$ cat src/prq_pkg.sv
// ----------------------------------------------------------------------------
// prq_pkg
// Shared types for the priority ready queue: action and status codes,
// controller states and the command/status bundles between its modules.
// ----------------------------------------------------------------------------
package prq_pkg;

    typedef enum logic [0:0] {
        ACT_ENQ = 1'b0,
        ACT_DEQ = 1'b1
    } t_action;

    typedef enum logic [1:0] {
        ST_DONE  = 2'd0,
        ST_EMPTY = 2'd1,
        ST_FULL  = 2'd2
    } t_status;

    // operation chosen by the controller for the latched item
    typedef enum logic [1:0] {
        OP_INSERT = 2'd0,
        OP_REMOVE = 2'd1,
        OP_FULL   = 2'd2,
        OP_EMPTY  = 2'd3
    } t_op;

    typedef enum logic [0:0] {
        S_IDLE = 1'b0,
        S_EXEC = 1'b1
    } t_state;

    typedef struct packed {
        logic latch;   // capture input beat
        logic exec;    // apply op and load result register
        t_op  op;
    } t_dp_cmd;

    typedef struct packed {
        logic full;
        logic empty;
        logic deq;     // latched beat is a dequeue
    } t_dp_sts;

endpackage

$ cat src/prq_if.sv
// ----------------------------------------------------------------------------
// prq_if
// Valid/ready stream interfaces for the request and result channels.
// ----------------------------------------------------------------------------
interface prq_in_if #(
    parameter int ID_W   = 8,
    parameter int PRIO_W = 8
);
    logic              valid;
    logic              ready;
    logic              action;
    logic [ID_W-1:0]   proc_id;
    logic [PRIO_W-1:0] prio;

    modport source (output valid, action, proc_id, prio, input ready);
    modport sink   (input valid, action, proc_id, prio, output ready);
endinterface

interface prq_out_if #(
    parameter int ID_W   = 8,
    parameter int PRIO_W = 8,
    parameter int CNT_W  = 5
);
    logic              valid;
    logic              ready;
    logic [ID_W-1:0]   out_id;
    logic [PRIO_W-1:0] out_prio;
    logic [1:0]        status;
    logic [CNT_W-1:0]  occupancy;

    modport source (output valid, out_id, out_prio, status, occupancy, input ready);
    modport sink   (input valid, out_id, out_prio, status, occupancy, output ready);
endinterface

$ cat src/prq_ctrl.sv
// ----------------------------------------------------------------------------
// prq_ctrl
// Sequencer: latches one beat, picks the operation from queue status and
// loads the result register once it is free or draining.
// ----------------------------------------------------------------------------
module prq_ctrl import prq_pkg::*; (
    input  logic    i_clk,
    input  logic    i_rst_n,
    input  logic    i_in_valid,
    input  logic    i_out_ready,
    input  t_dp_sts i_sts,
    output logic    o_in_ready,
    output logic    o_out_valid,
    output t_dp_cmd o_cmd
);

    t_state r_state, n_state;
    logic   r_out_valid, n_out_valid;
    logic   w_exec;

    assign w_exec = (r_state == S_EXEC) && (!r_out_valid || i_out_ready);

    always_comb begin
        n_state = r_state;
        unique case (r_state)
            S_IDLE: begin
                if (i_in_valid) n_state = S_EXEC;
            end
            S_EXEC: begin
                if (w_exec) n_state = S_IDLE;
            end
            default: n_state = S_IDLE;
        endcase
    end

    always_comb begin
        o_in_ready = 1'b0;
        o_cmd      = '{latch: 1'b0, exec: 1'b0, op: OP_INSERT};
        unique case (r_state)
            S_IDLE: begin
                o_in_ready  = 1'b1;
                o_cmd.latch = i_in_valid;
            end
            S_EXEC: begin
                o_cmd.exec = w_exec;
            end
            default: ;
        endcase
        if (i_sts.deq) o_cmd.op = i_sts.empty ? OP_EMPTY : OP_REMOVE;
        else           o_cmd.op = i_sts.full  ? OP_FULL  : OP_INSERT;
    end

    assign n_out_valid = w_exec || (r_out_valid && !i_out_ready);
    assign o_out_valid = r_out_valid;

    always_ff @(posedge i_clk) begin
        if (!i_rst_n) begin
            r_state     <= S_IDLE;
            r_out_valid <= 1'b0;
        end else begin
            r_state     <= n_state;
            r_out_valid <= n_out_valid;
        end
    end

    a_exec_loads: assert property (@(posedge i_clk) disable iff (!i_rst_n)
        w_exec |=> r_out_valid)
        else $error("result not held after exec");
    a_idle_no_exec: assert property (@(posedge i_clk) disable iff (!i_rst_n)
        (r_state == S_IDLE) |-> !o_cmd.exec)
        else $error("exec issued while idle");
    a_no_overwrite: assert property (@(posedge i_clk) disable iff (!i_rst_n)
        (o_cmd.exec && r_out_valid) |-> i_out_ready)
        else $error("pending result overwritten");

endmodule

$ cat src/prq_datapath.sv
// ----------------------------------------------------------------------------
// prq_datapath
// Sorted slot row with per-slot compare, parallel insert/remove shift,
// entry count and result register.
// ----------------------------------------------------------------------------
module prq_datapath import prq_pkg::*; #(
    parameter int DEPTH  = 16,
    parameter int ID_W   = 8,
    parameter int PRIO_W = 8,
    parameter int CNT_W  = 5
) (
    input  logic              i_clk,
    input  logic              i_rst_n,
    input  logic              i_action,
    input  logic [ID_W-1:0]   i_proc_id,
    input  logic [PRIO_W-1:0] i_prio,
    input  t_dp_cmd           i_cmd,
    output t_dp_sts           o_sts,
    output logic [ID_W-1:0]   o_out_id,
    output logic [PRIO_W-1:0] o_out_prio,
    output t_status           o_status,
    output logic [CNT_W-1:0]  o_occupancy
);

    logic [ID_W-1:0]   r_slot_id   [DEPTH];
    logic [PRIO_W-1:0] r_slot_prio [DEPTH];
    logic [CNT_W-1:0]  r_count, n_count;
    logic              r_act;
    logic [ID_W-1:0]   r_id;
    logic [PRIO_W-1:0] r_prio;
    logic [DEPTH-1:0]  w_lower;     // slot empty or below new priority
    logic              w_ins, w_rem;

    assign o_sts.full  = (r_count == CNT_W'(DEPTH));
    assign o_sts.empty = (r_count == '0);
    assign o_sts.deq   = (r_act == ACT_DEQ);

    assign w_ins = i_cmd.exec && (i_cmd.op == OP_INSERT);
    assign w_rem = i_cmd.exec && (i_cmd.op == OP_REMOVE);

    always_ff @(posedge i_clk) begin
        if (i_cmd.latch) begin
            r_act  <= i_action;
            r_id   <= i_proc_id;
            r_prio <= i_prio;
        end
    end

    // sorted descending, so w_lower is monotonic: insert at its first set bit
    for (genvar g = 0; g < DEPTH; g++) begin : g_slot
        assign w_lower[g] = (CNT_W'(g) >= r_count) || (r_slot_prio[g] < r_prio);

        always_ff @(posedge i_clk) begin
            if (w_ins && w_lower[g]) begin
                if (g == 0) begin
                    r_slot_id[g]   <= r_id;
                    r_slot_prio[g] <= r_prio;
                end else if (!w_lower[(g == 0) ? 0 : g-1]) begin
                    r_slot_id[g]   <= r_id;
                    r_slot_prio[g] <= r_prio;
                end else begin
                    r_slot_id[g]   <= r_slot_id[(g == 0) ? 0 : g-1];
                    r_slot_prio[g] <= r_slot_prio[(g == 0) ? 0 : g-1];
                end
            end else if (w_rem && (g < DEPTH-1)) begin
                r_slot_id[g]   <= r_slot_id[(g < DEPTH-1) ? g+1 : g];
                r_slot_prio[g] <= r_slot_prio[(g < DEPTH-1) ? g+1 : g];
            end
        end
    end

    always_comb begin
        n_count = r_count;
        if (w_ins)      n_count = r_count + CNT_W'(1);
        else if (w_rem) n_count = r_count - CNT_W'(1);
    end

    always_ff @(posedge i_clk) begin
        if (!i_rst_n) r_count <= '0;
        else          r_count <= n_count;
    end

    always_ff @(posedge i_clk) begin
        if (i_cmd.exec) begin
            o_occupancy <= n_count;
            o_out_id    <= '0;
            o_out_prio  <= '0;
            unique case (i_cmd.op)
                OP_INSERT: o_status <= ST_DONE;
                OP_REMOVE: begin
                    o_status   <= ST_DONE;
                    o_out_id   <= r_slot_id[0];
                    o_out_prio <= r_slot_prio[0];
                end
                OP_FULL:   o_status <= ST_FULL;
                OP_EMPTY:  o_status <= ST_EMPTY;
                default:   o_status <= ST_DONE;
            endcase
        end
    end

    a_count_max: assert property (@(posedge i_clk) disable iff (!i_rst_n)
        r_count <= CNT_W'(DEPTH))
        else $error("entry count above depth");
    a_head_order: assert property (@(posedge i_clk) disable iff (!i_rst_n)
        (r_count >= CNT_W'(2)) |-> (r_slot_prio[0] >= r_slot_prio[1]))
        else $error("head slots out of priority order");
    a_remove_count: assert property (@(posedge i_clk) disable iff (!i_rst_n)
        w_rem |=> (r_count == $past(r_count) - CNT_W'(1)))
        else $error("count not decremented on remove");

endmodule

$ cat src/priority_ready_queue.sv
// ----------------------------------------------------------------------------
// priority_ready_queue
// Process ready queue kept sorted by priority, FIFO among equal priorities.
// ----------------------------------------------------------------------------
// Flow: an accepted request is latched, then executed into the result register
//   once that register is free or draining; the latch/exec sequencer handles one
//   request at a time, while a pending result may wait in its own register.
// Insert and remove compare and shift all slots in parallel.
// Reset: entry count and handshake state cleared; slot contents are not.
// ----------------------------------------------------------------------------
module priority_ready_queue import prq_pkg::*; #(
    parameter int QUEUE_DEPTH = 16,
    parameter int ID_WIDTH    = 8,
    parameter int PRIO_WIDTH  = 8
) (
    input  logic      i_clk,
    input  logic      i_rst_n,
    prq_in_if.sink    i_item,
    prq_out_if.source o_result
);

    localparam int CNT_W = $clog2(QUEUE_DEPTH + 1);

    t_dp_cmd w_cmd;
    t_dp_sts w_sts;
    t_status w_status;

    prq_ctrl u_ctrl (
        .i_clk       (i_clk),
        .i_rst_n     (i_rst_n),
        .i_in_valid  (i_item.valid),
        .i_out_ready (o_result.ready),
        .i_sts       (w_sts),
        .o_in_ready  (i_item.ready),
        .o_out_valid (o_result.valid),
        .o_cmd       (w_cmd)
    );

    prq_datapath #(
        .DEPTH  (QUEUE_DEPTH),
        .ID_W   (ID_WIDTH),
        .PRIO_W (PRIO_WIDTH),
        .CNT_W  (CNT_W)
    ) u_dp (
        .i_clk       (i_clk),
        .i_rst_n     (i_rst_n),
        .i_action    (i_item.action),
        .i_proc_id   (i_item.proc_id),
        .i_prio      (i_item.prio),
        .i_cmd       (w_cmd),
        .o_sts       (w_sts),
        .o_out_id    (o_result.out_id),
        .o_out_prio  (o_result.out_prio),
        .o_status    (w_status),
        .o_occupancy (o_result.occupancy)
    );

    assign o_result.status = w_status;

endmodule
$ cat src/flat_wrapper.sv
// flat-port wrapper written by rule: the top's interface ports become plain ports
module priority_ready_queue_flat import prq_pkg::*;
#(
    parameter int QUEUE_DEPTH = 16,
    parameter int ID_WIDTH    = 8,
    parameter int PRIO_WIDTH  = 8
)
  (i_clk, i_rst_n, i_item_valid, i_item_action, i_item_proc_id, i_item_prio, i_item_ready, o_result_valid, o_result_out_id, o_result_out_prio, o_result_status, o_result_occupancy, o_result_ready);
  prq_in_if i_item_i ();
  prq_out_if o_result_i ();
  input  logic i_clk;
  input  logic i_rst_n;
  input wire logic [$bits(i_item_i.valid)-1:0] i_item_valid;
  input wire logic [$bits(i_item_i.action)-1:0] i_item_action;
  input wire logic [$bits(i_item_i.proc_id)-1:0] i_item_proc_id;
  input wire logic [$bits(i_item_i.prio)-1:0] i_item_prio;
  output wire logic [$bits(i_item_i.ready)-1:0] i_item_ready;
  output wire logic [$bits(o_result_i.valid)-1:0] o_result_valid;
  output wire logic [$bits(o_result_i.out_id)-1:0] o_result_out_id;
  output wire logic [$bits(o_result_i.out_prio)-1:0] o_result_out_prio;
  output wire logic [$bits(o_result_i.status)-1:0] o_result_status;
  output wire logic [$bits(o_result_i.occupancy)-1:0] o_result_occupancy;
  input wire logic [$bits(o_result_i.ready)-1:0] o_result_ready;
  assign i_item_i.valid = i_item_valid;
  assign i_item_i.action = i_item_action;
  assign i_item_i.proc_id = i_item_proc_id;
  assign i_item_i.prio = i_item_prio;
  assign i_item_ready = i_item_i.ready;
  assign o_result_valid = o_result_i.valid;
  assign o_result_out_id = o_result_i.out_id;
  assign o_result_out_prio = o_result_i.out_prio;
  assign o_result_status = o_result_i.status;
  assign o_result_occupancy = o_result_i.occupancy;
  assign o_result_i.ready = o_result_ready;
  priority_ready_queue #(.QUEUE_DEPTH(QUEUE_DEPTH), .ID_WIDTH(ID_WIDTH), .PRIO_WIDTH(PRIO_WIDTH)) u_core (.i_clk(i_clk), .i_rst_n(i_rst_n), .i_item(i_item_i), .o_result(o_result_i));
endmodule
$ cat config.mk
export PLATFORM = sky130hd
export DESIGN_NAME = priority_ready_queue_flat
export DESIGN_NICKNAME = d
export VERILOG_FILES = /design/src/prq_pkg.sv /design/src/prq_if.sv /design/src/prq_ctrl.sv /design/src/prq_datapath.sv /design/src/priority_ready_queue.sv /design/src/flat_wrapper.sv
export SDC_FILE = /design/constraint.sdc
export NUM_CORES = 1
export LEC_CHECK = 0
export ABC_AREA = 0
export BUFFER_PORTS_ARGS = -buffer_cell sky130_fd_sc_hd__buf_4
export CAP_MARGIN = 20
export CORE_MARGIN = 2
export CORE_UTILIZATION = 30
export DETAILED_ROUTE_END_ITERATION = 8
export HOLD_SLACK_MARGIN = 0.08
export PLACE_DENSITY = 0.42
export SKIP_LAST_GASP = 1
export SLEW_MARGIN = 20
export SYNTH_ARGS = -nofsm -noshare
export SYNTH_HDL_FRONTEND = slang
export SYNTH_SLANG_ARGS = --single-unit
$ cat constraint.sdc
create_clock -name i_clk -period 3.5 [get_ports i_clk]
set_clock_uncertainty 0.05 [all_clocks]
set_input_delay 0.35 -clock i_clk [delete_from_list [all_inputs] [get_ports i_clk]]
set_output_delay 0.35 -clock i_clk [all_outputs]
set_load 0.005 [all_outputs]
==> metrics.md <==
| Metric | Value |
|---|---|
| Number of logic stages on the critical path including buffering | 11 |
| Areal power density over the cells | approximately 520 nW/um2 |
| Largest net degree at the start of global routing | 76 |
| Crit path from | u_core.u_dp.r_count[1] |
| Synthesized net count | ~1,500 |
| Tmin final | between 3000 and 4000 ps |
| FFs w/ async S/R, synth | 0% |
| Layout-stage area growth over the synthesis result | 17.5% |
| Static leakage power | roughly 0.0071 uW |
| Vias in the first global route | roughly 13,000 |
| Cell types with the largest area share after synthesis | edfxtp_1 (54%), ha_1 (8.8%), a32oi_1 (6.0%) |
| Final period utilization | 93.9% |
| Core region area | roughly 55,000 um2 |
| Clock input transition at the sequential cells of the worst setup and hold paths | 50 ps |
| HPWL after detailed placement | 37,400 um |
| Sequential element share of the synthesized area | a little over half |
| Top cell type by total area after synthesis | edfxtp_1 |
| Cell Int Power | 7340 uW |
| Outcome | finished, final reports clean |
| Mapped Area | roughly 17,000 um2 |
| Max FO, Critical Path | 16 |
| Routed vias/inst | 5.56 |
| Fraction of final layout cells sized beyond drive strength 1 | between 10% and 20% |
| Clock latency of the later-clocked register in the worst-skew pair | approximately 560 ps |
| Switching component of the power | 2820 uW |
| Initial core utilization | between 30% and 40% |
| Unrepaired setup endpoints after global routing | false |
| Maximum vdd ir drop | between 200 and 300 uV |
| Area of the multi-input gates | 6980 um2 |
| Pins over their slew limit | 0 |
| Hold Path Depth | 3 |
| Worst-case headroom to the max-slew limit | just over 40% |
| Wire length of the first global-routing pass | approximately 78,000 um |
| Count of input and output buffers | 45 |
| Length of the first detailed-routing pass in iterations | 7 |
| Cell variety after synth | 65 |
| Number of antenna violations at the first check in global routing | 0 |
| Placement row count | 86 |
| Crit path launch type | register |
| Final layout net count | roughly 1,600 |
| Sequential cell fraction of total power | between 40 and 50% |
| Clock network power share | between 30% and 40% |
| Most frequent cell on the critical path | buf_4 |
| Dominant synthesized flop cell | edfxtp_1 |
| TritonCTS clock tree | yes |
| Top-level I/O count | 46 |
| Startpoint of the worst hold path | o_result_ready |
| Iter 0 DRT Violations | ~1,200 |
| Critical Path, Cell by Cell | inv_1 > ha_1 > nand4bb_4 > nand3b_4 > buf_4 > nor3_1 > a21o_1 > buf_4 > and2_0 > buf_4 > o21ai_0 |
| Average footprint of a synthesized cell | 12.1 um2 |
| YS warnings | 0 |
| Vias after detailed routing | 12,167 |
| Setup TNS after final layout | 0 ps |
| # diodes | 0 |
| Actual slew at the worst max-slew pin | ~890 ps |
| Die ar. | around 57,000 um2 |
| Final routed wire length divided by cell count | 23.2 um |
| Max Root-Sink Buffers | 3 |
| Hold violation total from the final report | 0 |
| Req. time, crit path | roughly 3700 ps |
| Reg2Reg Depth | 11 |
| TritonCTS Buffers | 39 |
| Share of Yosys cell area claimed by the top area cell type | 53.5% |
| Post-layout util | a little over a third |
| Residual overflow from global routing | 0 |
| Cell count after synthesis | ~1,400 |
| Die height | roughly 240 um |
| Category of the worst setup path capture point | register |
| Number of sinks on the clock net | ~300 |
| Detailed Route WL | slightly above 50,000 um |
| Residual DRC count | 0 |
| Post-CTS Setup Bufs | 0 |
| Global routing usage summed across all routing layers | 17.7% |
| Cell family with the largest share of critical-path delay | buffers and inverters |
| Hold bufs inserted after CTS | 20 |
| Highest-count cells in the layout ignoring fill and taps | edfxtp_1 (296), o21ai_0 (153), buf_4 (141) |
| Type of the setup path with the least slack | register to register |
| Number of nets with antenna violations after routing | 0 |
| Final setup vio count | 0 |
| Min-delay worst type | primary input to register |
| Register bit total from synthesis | 303 |
| Max Fclk | about 300 MHz |
| Post-synth EDFFs | around 300 |
| Sequential standard cell area | 9030 um2 |
| Endpoint arrival time on the critical path | 3510 ps |
| Switching share of total power | between 20 and 30% |
| Cell at the root of the clock tree | clkbuf_16 |
| Critical-path top delay cell | dfxtp_1 |
| Placer Congestion | 0.840 |
| Fillcell total | 5,415 |
| Count of max-cap constraint violations | 0 |
| FF-to-FF Start | u_core.u_dp.r_count[1] |
| Delay contributed by the slowest stage of the critical path | between 500 and 600 ps |
| Most common library cell in the layout ignoring fill and taps | edfxtp_1 |
| Quantity of gates resized following cts | 0 |
| Critical path buffers and inverters | 4 |
| Chip width | 239 um |
| Proportion of power drawn by combinational gates | between 10% and 20% |
| Number of H-tree branching levels | 2 |
metal layers:
layer,GRT usage [%],up-vias,routed length (um)
li1,-,5831,-
met1,24.1,6043,23400
met2,29.6,229,24500
met3,2.70,64,1840
met4,4.60,0,1040
met5,0,-,0
kinds of logic after synthesis:
group,count (synthesis),share of synthesized area [%]
xor+xnor,4,0.211
mux,16,1.31
compound gates,551,23.7
simple gates,249,7.80
flops,303,54.4
fa+ha+maj,117,8.82
buf+inv,133,3.79
registers in the layout (all words and copies together) (netlist names):
register / cells
u_core.u_ctrl.o_out_valid: 1
u_core.u_ctrl.r_state: 1
u_core.u_dp.o_occupancy: 5
u_core.u_dp.o_out_id: 8
u_core.u_dp.o_out_prio: 8
u_core.u_dp.o_status: 2
u_core.u_dp.r_act: 1
u_core.u_dp.r_count: 5
u_core.u_dp.r_id: 8
u_core.u_dp.r_prio: 8
u_core.u_dp.r_slot_id: 128
u_core.u_dp.r_slot_prio: 128
worst register-to-register path: stages, from the launching register on:
cell and delay (ps):
dfxtp_1 580, inv_1 170, ha_1 300, nand4bb_4 160, nand3b_4 260, buf_4 260
nor3_1 290, a21o_1 260, buf_4 220, and2_0 150, buf_4 210, o21ai_0 110
final cells by class:
| class | instances | share of cell area [%] |
|---|---|---|
| tap | 704 | 4.51 |
| clock inverter | 19 | 0.744 |
| inverter | 10 | 0.192 |
| timing repair buffer | 169 | 7.27 |
| multi-input combinational | 937 | 35.7 |
| sequential | 303 | 46.3 |
| clock buffer | 47 | 5.26 |
stage by stage:
step	setup slack [ps]	power (uW)	hold WS, ps	instances	area, um2
after floorplan	215	5730	399	1373	16600
after global placement	273	6380	475	2103	18100
after detailed placement	243	6410	480	2103	18100
after CTS	227	10300	176	2189	19500
after global routing	53.0	10700	226	2189	19500
final	212	10200	208	2189	19500
final timing paths:
| path | slack, ps | endpoint |
|---|---|---|
| worst min register to register | 490 | u_core.u_dp.r_slot_id[1][55] |
| worst min-delay path | 210 | u_core.u_ctrl.o_out_valid |
| worst max register to register | 210 | u_core.u_dp.r_slot_prio[0][46] |
| worst max-delay path | 210 | u_core.u_dp.r_slot_prio[0][46] |
power by group through the flow:
stage / sequential (uW) / combinational, uW / clock [uW]
3_3_place_gp: 4770 / 1610 / 0
4_1_cts: 4690 / 1670 / 3940
2_1_floorplan: 4640 / 1090 / 0
3_5_place_dp: 4760 / 1650 / 0
6_report: 4680 / 1660 / 3830
5_1_grt: 4710 / 1870 / 4070
synthesized netlist by cell type, types with 8 or more instances:
master    count
ha_1        117
nand3_1      20
and2_1       11
a21o_1       10
a32oi_1     113
inv_1        10
nor3_1        8
mux2_4       10
nand2b_1     18
o22ai_1      32
a22oi_1      32
a211o_1      10
a21oi_1      50
edfxtp_1    296
a31oi_1      10
buf_2        32
buf_6         9
a221o_1      79
clkbuf_1     77
nor2_1       32
o21ai_1      21
o21ai_0     154
and3_1       36
nand2_1      86
Power figures use the tool's default switching activity.
